[src/sv/icp_pkg.sv]
package icp_pkg;

  // one stored point, signed Q16.16
  typedef struct packed {
    logic signed [31:0] x;
    logic signed [31:0] y;
  } pt_t;

  // angle constants, Q3.29 radians, and the rotation gain in Q2.30
  localparam logic signed [31:0] PI_Q29      = 32'sd1686629713;
  localparam logic signed [31:0] HALF_PI_Q29 = 32'sd843314857;
  localparam logic signed [31:0] GAIN_Q30    = 32'sd652032874;

  // result status codes
  localparam logic [1:0] STATUS_OK    = 2'd0;
  localparam logic [1:0] STATUS_EMPTY = 2'd1;
  localparam logic [1:0] STATUS_DROP  = 2'd2;

  // commands from the controller to the datapath
  typedef struct packed {
    logic load;
    logic clr_step;
    logic t_read;
    logic scan;
    logic match;
    logic div_start;
    logic div_step;
    logic div_store;
    logic x_read;
    logic x_ctr;
    logic x_mul;
    logic x_next;
    logic ang_init;
    logic ang_half;
    logic vec_load;
    logic vec_step;
    logic ang_set;
    logic sc_init;
    logic rot_step;
    logic sc_fin;
    logic f_mul;
    logic out_load;
    logic finish;
  } icp_cmd_t;

  // status from the datapath to the controller
  typedef struct packed {
    logic start_empty;
    logic i_last;
    logic scan_done;
    logic div_done;
    logic k_last;
    logic y_zero;
    logic need_half;
    logic it_last;
    logic out_busy;
  } icp_sts_t;

  // arctangent of 2^-i in Q3.29
  function automatic logic [31:0] atan_q29(input logic [4:0] i);
    logic [31:0] r;
    case (i)
      5'd0:  r = 32'd421657428;
      5'd1:  r = 32'd248918915;
      5'd2:  r = 32'd131521918;
      5'd3:  r = 32'd66762579;
      5'd4:  r = 32'd33510843;
      5'd5:  r = 32'd16771758;
      5'd6:  r = 32'd8387925;
      5'd7:  r = 32'd4194219;
      5'd8:  r = 32'd2097141;
      5'd9:  r = 32'd1048575;
      5'd10: r = 32'd524288;
      5'd11: r = 32'd262144;
      5'd12: r = 32'd131072;
      5'd13: r = 32'd65536;
      5'd14: r = 32'd32768;
      5'd15: r = 32'd16384;
      5'd16: r = 32'd8192;
      5'd17: r = 32'd4096;
      5'd18: r = 32'd2048;
      5'd19: r = 32'd1024;
      5'd20: r = 32'd512;
      5'd21: r = 32'd256;
      5'd22: r = 32'd128;
      5'd23: r = 32'd64;
      5'd24: r = 32'd32;
      5'd25: r = 32'd16;
      5'd26: r = 32'd8;
      5'd27: r = 32'd4;
      5'd28: r = 32'd2;
      5'd29: r = 32'd1;
      default: r = 32'd0;
    endcase
    return r;
  endfunction

endpackage

[src/sv/icp_ctrl.sv]
module icp_ctrl (
  input  logic               clk,
  input  logic               rst,
  input  logic               fire,
  input  logic               start_req,
  output logic               in_ready,
  output icp_pkg::icp_cmd_t  cmd,
  input  icp_pkg::icp_sts_t  sts
);

  localparam logic [4:0] S_IDLE   = 5'd0;
  localparam logic [4:0] S_START  = 5'd1;
  localparam logic [4:0] S_TREAD  = 5'd2;
  localparam logic [4:0] S_SCAN   = 5'd3;
  localparam logic [4:0] S_MATCH  = 5'd4;
  localparam logic [4:0] S_DIVGO  = 5'd5;
  localparam logic [4:0] S_DIVRUN = 5'd6;
  localparam logic [4:0] S_XREAD  = 5'd7;
  localparam logic [4:0] S_XCTR   = 5'd8;
  localparam logic [4:0] S_XMUL   = 5'd9;
  localparam logic [4:0] S_XNEXT  = 5'd10;
  localparam logic [4:0] S_AINIT  = 5'd11;
  localparam logic [4:0] S_AHALF  = 5'd12;
  localparam logic [4:0] S_AVEC   = 5'd13;
  localparam logic [4:0] S_ASET   = 5'd14;
  localparam logic [4:0] S_SCINIT = 5'd15;
  localparam logic [4:0] S_SCROT  = 5'd16;
  localparam logic [4:0] S_SCFIN  = 5'd17;
  localparam logic [4:0] S_FMUL   = 5'd18;
  localparam logic [4:0] S_FWAIT  = 5'd19;
  localparam logic [4:0] S_OUT    = 5'd20;

  logic [4:0] state, state_next;

  assign in_ready = (state == S_IDLE);

  // state register
  always_ff @(posedge clk) begin
    if (rst) begin
      state <= S_IDLE;
    end else begin
      state <= state_next;
    end
  end

  // next state and commands
  always_comb begin
    cmd        = '0;
    state_next = state;
    case (state)
      S_IDLE: begin
        cmd.load = fire;
        if (fire && start_req) state_next = S_START;
      end
      S_START: begin
        cmd.clr_step = 1'b1;
        state_next   = sts.start_empty ? S_OUT : S_TREAD;
      end
      S_TREAD: begin
        cmd.t_read = 1'b1;
        state_next = S_SCAN;
      end
      S_SCAN: begin
        cmd.scan = 1'b1;
        if (sts.scan_done) state_next = S_MATCH;
      end
      S_MATCH: begin
        cmd.match  = 1'b1;
        state_next = sts.i_last ? S_DIVGO : S_TREAD;
      end
      S_DIVGO: begin
        cmd.div_start = 1'b1;
        state_next    = S_DIVRUN;
      end
      S_DIVRUN: begin
        if (sts.div_done) begin
          cmd.div_store = 1'b1;
          state_next    = sts.k_last ? S_XREAD : S_DIVGO;
        end else begin
          cmd.div_step = 1'b1;
        end
      end
      S_XREAD: begin
        cmd.x_read = 1'b1;
        state_next = S_XCTR;
      end
      S_XCTR: begin
        cmd.x_ctr  = 1'b1;
        state_next = S_XMUL;
      end
      S_XMUL: begin
        cmd.x_mul = 1'b1;
        if (sts.k_last) state_next = S_XNEXT;
      end
      S_XNEXT: begin
        cmd.x_next = 1'b1;
        state_next = sts.i_last ? S_AINIT : S_XREAD;
      end
      S_AINIT: begin
        cmd.ang_init = 1'b1;
        state_next   = S_AHALF;
      end
      S_AHALF: begin
        if (sts.y_zero) begin
          state_next = S_ASET;
        end else if (sts.need_half) begin
          cmd.ang_half = 1'b1;
        end else begin
          cmd.vec_load = 1'b1;
          state_next   = S_AVEC;
        end
      end
      S_AVEC: begin
        cmd.vec_step = 1'b1;
        if (sts.it_last) state_next = S_ASET;
      end
      S_ASET: begin
        cmd.ang_set = 1'b1;
        state_next  = S_SCINIT;
      end
      S_SCINIT: begin
        cmd.sc_init = 1'b1;
        state_next  = S_SCROT;
      end
      S_SCROT: begin
        cmd.rot_step = 1'b1;
        if (sts.it_last) state_next = S_SCFIN;
      end
      S_SCFIN: begin
        cmd.sc_fin = 1'b1;
        state_next = S_FMUL;
      end
      S_FMUL: begin
        cmd.f_mul = 1'b1;
        if (sts.k_last) state_next = S_FWAIT;
      end
      S_FWAIT: begin
        state_next = S_OUT;
      end
      S_OUT: begin
        if (!sts.out_busy) begin
          cmd.out_load = 1'b1;
          cmd.finish   = 1'b1;
          state_next   = S_IDLE;
        end
      end
      default: begin
        state_next = S_IDLE;
      end
    endcase
  end

endmodule

[config.mk]
export PLATFORM = sky130hd
export DESIGN_NAME = icp_ctrl
export DESIGN_NICKNAME = d
export VERILOG_FILES = /design/src/sv/icp_pkg.sv /design/src/sv/icp_ctrl.sv
export SDC_FILE = /design/constraint.sdc
export NUM_CORES = 1
export LEC_CHECK = 0
export ABC_AREA = 1
export BUFFER_PORTS_ARGS = -buffer_cell sky130_fd_sc_hd__buf_2
export CAP_MARGIN = 10
export CORE_ASPECT_RATIO = 0.8
export CORE_MARGIN = 1
export CORE_UTILIZATION = 44
export CTS_CLUSTER_DIAMETER = 30
export DETAILED_ROUTE_END_ITERATION = 8
export GPL_ROUTABILITY_DRIVEN = 0
export PLACE_DENSITY = 0.8
export SKIP_LAST_GASP = 1
export SLEW_MARGIN = 20
export SYNTH_ARGS = -nofsm -noshare
export SYNTH_HDL_FRONTEND = slang
export SYNTH_SLANG_ARGS = --single-unit
[constraint.sdc]
create_clock -name clk -period 1.75 [get_ports clk]
set_input_delay 0.0875 -clock clk [delete_from_list [all_inputs] [get_ports clk]]
set_output_delay 0.0875 -clock clk [all_outputs]
set_load 0.01 [all_outputs]
==> implementation parameters, run 1 <==
Parameter                              Value

Run status
  Run status ... completed

Route
  Post-detailed-route count of antenna-violating nets ... 0
  Routed WL per cell ... 10.1 um
  DRC violation count after routing ... 0
  Drt initial violations ... 44
  Total wirelength of the detailed-routed design ... 2.06 mm
  Post-detailed-route via-to-cell ratio ... just under 5
  Number of search-and-repair iterations in the first detailed-routing pass ... 4
  Vias ... about 1000

STA
  Worst slew pin tran ... 0.398 ns
  Final period utilization ... 0.929
  Maximum operating frequency ... 615 MHz
  Headroom to the max-slew limit ... 0.735
  Max-slew violation count ... 0
  Clk_skew ... approximately 0.0012 ns
  Minimum clock period ... 1.63 ns
  Final setup violating endpoints ... 0
  Unrepaired setup endpoints after global routing ... yes
  Final Worst Setup Slack ... 0.124 ns
  Final hold viol count ... 0

Power
  Power density of the placed cells ... 1160 mW/mm^2
  Proportion of power drawn by combinational gates ... 0.683
  Post-route total power ... 1100 uW
  Proportion of total power due to net switching ... 0.544
  Internal power of the cells ... 500 uW
  Fraction of power consumed by sequential logic ... 0.194
  Fraction of power consumed by the clock network ... 0.123
  P_sw ... 596 uW
  Leakage power total ... 0.000699 uW
  Maximum vdd drop ... 996 uV

CTS
  CTS tree ... built
  H-tree levels ... 1
  TritonCTS buffer count ... 3
  Clock network latency to the later pin of the worst-skew pair ... between 0.2 and 0.25 ns
  Clk slew on worst S/H paths ... 0.04 ns
  # Post-CTS Setup Buffers ... 0
  Largest buffer count on any clock path ... 2
  Clock root buffer ... clkbuf_4
  Sinks on Clock Net ... 5

Synth
  Synth warnings ... 0
  Post-synthesis sequential element count ... 5
  Adder-Cell Fraction of Synth Area ... 0
  Synthesized net count ... about 160
  Count of mapped cells out of synthesis ... 145
  Multiplexer share of the synthesized area ... 0
  Dominant combinational cell family by area after synthesis ... simple AND/OR/NAND/NOR gates
  Sequential element share of the synthesized area ... 0.140
  Netlist cell types ... 19
  Synthesized area per cell ... 4.92 sq um
  Post-synthesis share of cell area spent on and, or, nand and nor gates ... 0.614
  Post-Synth XOR/XNOR Area ... 0
  Complex-gate fraction of the synthesized area ... 0.0368
  Area of the mapped netlist ... 713 sq um

Setup path
  Arrival time worst endpoint ... roughly 1.5 ns
  Cell Chain, Critical Path ... nor2_2, inv_1, nor3_1, and2_1, buf_2
  Worst-path maximum fanout ... 10
  Highest cell delay on the worst timing path ... 0.37 ns
  Kind of end point of the critical path ... output pin
  Standard cell with the maximum stage delay on the critical path ... dfxtp_1
  Category of the worst setup path launch point ... flip-flop
  Critical R2R Launch ... state[4]$_SDFFE_PP0P_
  Critical path type ... flip-flop to output pin
  Crit. Startpoint ... state[3]$_SDFFE_PP0P_
  Critical path data required time ... 1.66 ns

Layout
  Fraction of layout instances using a drive strength above 1 ... 0.290
  Registers with the most flip-flops ... state (5)
  Number of fill cells ... between 100 and 150
  Commonest cells after routing, fill and taps aside ... 38 x nand2_1, 36 x buf_2, 29 x inv_1, 28 x nor2_1, 11 x nand3_1
  Register with the highest flop count ... state
  Growth of design area from synthesis to finish ... 32.6%
  Number of antenna repair diodes ... 0
  Finished Core Util ... 0.649
  Number of flip-flops in the largest register ... 5
  Final Net Count ... 197
  Area of all placed cells without fillers ... 946 sq um
  Leading cell type in the layout, fill and taps excluded ... nand2_1

Floorplan
  Count of standard-cell rows ... 12
  Die Outline Area ... 0.00179 sq mm
  Vertical die dimension ... 38.0 um
  Effective utilization at floorplan ... 0.490
  Core area ... 0.00146 sq mm
  Count of pins on the block boundary ... 37
  Chip width ... 47.0 um

Min path
  Min-delay worst type ... primary input to flip-flop
  Hold path startpoint ... rst

Placed design
  # port buffers ... 36
  Cell area reported after detailed placement ... 913 sq um
  Setup slack after placement ... roughly 0.21 ns
  Dpl hpwl ... about 1.7 mm

Global routing
  Number of global-route vias before repair ... 792
  Wire length of the first global-routing pass ... 3.33 mm
  Largest net degree at the start of global routing ... 12
  Grt ovf ... 0
  Antenna violations before repair ... 0
  Total Routing Usage GR ... 0.262

Flow run
  Max-cap viol count ... 0
[final cells by class]
type | instances | area (sq um) | area share
clock buffers | 4 | 26.3 | 0.0278
inverters | 34 | 128 | 0.135
multi-input cells | 102 | 470 | 0.497
flip-flops and latches | 5 | 100 | 0.106
well taps | 21 | 26.3 | 0.0278
repair buffers | 38 | 195 | 0.206
[per-layer routing]
layer,wire length (um),track usage,vias to the layer above,share of wire
met4,0,0.0500,0,0
met5,0,0,-,0
met2,955,0.396,62,0.46
met1,880,0.360,436,0.43
li1,-,-,516,-
met3,226,0.0849,0,0.11
[per-stage QoR]
stage,setup TNS (ns),instances,hold slack [ns]
final,0,204,0.0158
after global routing,-0.0326,204,0.0149
after CTS,0,204,0.00931
after detailed placement,0,200,0.268
after global placement,0,200,0.259
after floorplan,0,145,0.157
[synthesized netlist by cell type (all sizes together)]
| cell | n | area, sq um |
|---|---|---|
| a21oi | 3 | 15.0 |
| and2 | 1 | 6.26 |
| buf | 3 | 17.5 |
| clkbuf | 1 | 3.75 |
| dfxtp | 5 | 100 |
| inv | 34 | 128 |
| nand2 | 38 | 143 |
| nand3 | 11 | 55.1 |
| nand3b | 2 | 15.0 |
| nand4 | 8 | 50.1 |
| nor2 | 34 | 153 |
| nor3 | 2 | 10.0 |
| nor4 | 1 | 6.26 |
| o21ai | 1 | 5.00 |
| o22ai | 1 | 6.26 |
[worst max-delay path: cells and delay by family, from the launching register on]
family | cells | cell delay, ns
flip-flops | 1 | 0.37
buffers and inverters | 2 | 0.25
AND/OR/NAND/NOR | 3 | 0.66
[final timing paths]
kind,endpoint,slack (ns),depth (start not counted)
max,cmd[22],0.12,5
min,state[3]$_SDFFE_PP0P_,0.02,2
max reg2reg,state[4]$_SDFFE_PP0P_,0.19,10
min reg2reg,state[2]$_SDFFE_PP0P_,0.57,2
[power by group through the flow]
stage	logic, uW	registers (uW)	clock network, uW
2_1_floorplan	556	193	0
3_3_place_gp	737	212	0
3_5_place_dp	738	213	0
4_1_cts	740	211	140
5_1_grt	842	220	153
6_report	747	212	135
[repair_timing]
action	CTS	global route
setup endpoints to repair	0	3
hold endpoints to repair	0	0
hold buffers	0	0
resized for setup	0	1
[kinds of logic (layout without fill, tap and decap cells)]
family	count (synthesis)	count (layout)
AO/OA/AOI/OAI	5	5
AND/OR/NAND/NOR	97	97
flip-flops	5	5
buffers and inverters	38	76
(Power assumes the default switching activity.)
==> run 2, diff against run 1 <==
--- a/config.mk
+++ b/config.mk
@@ -9,3 +9,2 @@
 export BUFFER_PORTS_ARGS = -buffer_cell sky130_fd_sc_hd__buf_2
-export CAP_MARGIN = 10
 export CORE_ASPECT_RATIO = 0.8
==> constraint.sdc (replaced) <==
create_clock -name clk -period 1.75 [get_ports clk]
set_input_delay 0.175 -clock clk [delete_from_list [all_inputs] [get_ports clk]]
set_output_delay 0.175 -clock clk [all_outputs]
set_load 0.01 [all_outputs]
==> run 2 against run 1 <==
  * Sequential share of layout area about the same
  * Setup slack worse by 0.021 ns
  * Clock skew up 0.0022 ns
  * Clock power about the same
  * Via count up 1.4%
  * First-iteration DRC count down 9.1%
  * Largest cell class unchanged
==> implementation parameters, run 2 (synthesis results as in run 1) <==
Parameter                              Value

Route
  Post-detailed-route count of antenna-violating nets ... 0 (unchanged)
  Number of search-and-repair iterations in the first detailed-routing pass ... 4 (unchanged)
  Total wirelength of the detailed-routed design ... 2.12 mm (was 2.06 mm)
  Vias ... 1028 (was 1014)
  Post-detailed-route via-to-cell ratio ... 5.01 (was 4.97)
  Drt initial violations ... 40 (was 44)
  DRC violation count after routing ... 0 (unchanged)
  Routed WL per cell ... 10.4 um (was 10.1 um)

Layout
  Leading cell type in the layout, fill and taps excluded ... nand2_1 (unchanged)
  Fraction of layout instances using a drive strength above 1 ... 0.310 (was 0.290)
  Commonest cells after routing, fill and taps aside ... 38 x nand2_1, 36 x buf_2, 29 x inv_1, 27 x nor2_1, 11 x nand3_1 (was 38 x nand2_1, 36 x buf_2, 29 x inv_1, 28 x nor2_1, 11 x nand3_1)
  Number of antenna repair diodes ... 0 (unchanged)
  Number of fill cells ... 167 (was 149)
  Number of flip-flops in the largest register ... 5 (unchanged)
  Non-Filler Instances ... 205 (was 204)
  Total area of multi-input combinational cells ... 483 sq um (was 470 sq um)
  Growth of design area from synthesis to finish ... 35.8% (was 32.6%)
  Register area ... 103 sq um (was 100 sq um)
  Finished Core Util ... 0.665 (was 0.649)
  Registers with the most flip-flops ... state (5) (unchanged)
  Register with the highest flop count ... state (unchanged)
  Final Net Count ... 198 (was 197)

CTS
  Clock root buffer ... clkbuf_4 (unchanged)
  TritonCTS buffer count ... 3 (unchanged)
  CTS tree ... built (unchanged)
  Largest buffer count on any clock path ... 2 (unchanged)
  Clock network latency to the later pin of the worst-skew pair ... 0.25 ns (was 0.24 ns)
  Clk slew on worst S/H paths ... 0.05 ns (was 0.04 ns)
  H-tree levels ... 1 (unchanged)
  Hold buffer count at cts ... 0 (unchanged)
  Sinks on Clock Net ... 5 (unchanged)

STA
  Final setup violating endpoints ... 0 (unchanged)
  Final hold viol count ... 0 (unchanged)
  Minimum clock period ... 1.65 ns (was 1.63 ns)
  Clk_skew ... 0.00340 ns (was 0.00118 ns)
  Unrepaired setup endpoints after global routing ... yes (unchanged)
  Worst slew pin tran ... 0.281 ns (was 0.398 ns)
  Maximum operating frequency ... 607 MHz (was 615 MHz)
  Final period utilization ... 0.942 (was 0.929)
  Setup Total Neg Slack ... 0 ns (unchanged)
  Max-slew violation count ... 0 (unchanged)
  Final Worst Setup Slack ... 0.102 ns (was 0.124 ns)
  Headroom to the max-slew limit ... 0.812 (was 0.735)

Floorplan
  Core area ... 0.00146 sq mm (unchanged)
  Count of standard-cell rows ... 12 (unchanged)
  Effective utilization at floorplan ... 0.490 (unchanged)
  Count of pins on the block boundary ... 37 (unchanged)
  Chip width ... 47.0 um (unchanged)
  Die Outline Area ... 0.00179 sq mm (unchanged)
  Vertical die dimension ... 38.0 um (unchanged)

Setup path
  Kind of end point of the critical path ... output pin (unchanged)
  Critical path type ... flip-flop to output pin (unchanged)
  Category of the worst setup path launch point ... flip-flop (unchanged)
  Most used cell, CP ... nand2_1
  Highest cell delay on the worst timing path ... 0.46 ns (was 0.37 ns)
  Worst-path maximum fanout ... 6 (was 10)
  Standard cell with the maximum stage delay on the critical path ... dfxtp_1 (unchanged)
  Arrival time worst endpoint ... 1.47 ns (was 1.54 ns)
  Cell Chain, Critical Path ... nand2_1, nor2_2, nand2_1, nor2_1, buf_2 (was nor2_2, inv_1, nor3_1, and2_1, buf_2)
  Critical path data required time ... 1.57 ns (was 1.66 ns)

Min path
  Min-delay worst type ... primary input to flip-flop (unchanged)

Global routing
  Number of global-route vias before repair ... 791 (was 792)
  Antenna violations before repair ... 0 (unchanged)
  Total Routing Usage GR ... 0.257 (was 0.262)
  Wire length of the first global-routing pass ... 3.22 mm (was 3.33 mm)
  Largest net degree at the start of global routing ... 12 (unchanged)
  Grt ovf ... 0 (unchanged)

Power
  Leakage power total ... 0.000706 uW (was 0.000699 uW)
  Maximum vdd drop ... 920 uV (was 996 uV)
  Power density of the placed cells ... 1180 mW/mm^2 (was 1160 mW/mm^2)

Placed design
  # port buffers ... 36 (unchanged)
  Dpl hpwl ... 1.70 mm (about the same)
  Placed cell count ... 200 (unchanged)
  Setup slack after placement ... 0.219 ns (was 0.212 ns)

Run status
  Run status ... completed (unchanged)

Flow run
  Max-cap viol count ... 0 (unchanged)
[run 2: cell types whose count changed in the layout (fill, tap and decap cells not counted), sizes merged]
cell,before,now
buf,38,39
[run 2: final cells by class]
cell class,count,area share
repair buffers,39,0.209
flip-flops and latches,5,0.106
inverters,34,0.132
well taps,21,0.0271
multi-input cells,102,0.499
clock buffers,4,0.0271
[run 2: worst paths after layout]
path                         start                     to  slack, ns  depth (start not counted)
max          state[1]$_SDFFE_PP0P_                cmd[15]       0.10                          5
min                            rst  state[3]$_SDFFE_PP0P_       0.09                          2
max reg2reg  state[4]$_SDFFE_PP0P_  state[0]$_SDFFE_PP0P_       0.19                         10
min reg2reg  state[2]$_SDFFE_PP0P_  state[2]$_SDFFE_PP0P_       0.54                          2
[run 2: stage by stage]
stage               power, uW  area (sq um)  hold WS (ns)
floorplan                 750           713         0.244
global placement          950           913         0.347
detailed placement        959           913         0.355
CTS                      1100           940        0.0957
global route             1270           968        0.0950
finish                   1150           968        0.0945
[run 2: repair_timing]
action                     4_1_cts  5_1_grt
resized for setup                0        6
pin swaps                        0        1
setup endpoints to repair        1        6
setup buffers                    0        1
[run 2: per-layer routing]
layer / track usage / wire, um
met3: 0.0708 / 183
met4: 0.0429 / 0
met5: 0 / 0
met2: 0.434 / 984
met1: 0.328 / 957
[run 2: power breakdown]
group | switching [uW] | internal [uW] | total (uW)
Combinational | 505 | 285 | 791
Sequential | 67.3 | 151 | 219
Clock | 51.2 | 86.4 | 138
[run 2: worst max-delay path, delay by kind of cell (launching register included)]
kind	cells	cell delay, ns
buffers and inverters	1	0.14
DFF	1	0.46
and+or+nand+nor	4	0.61
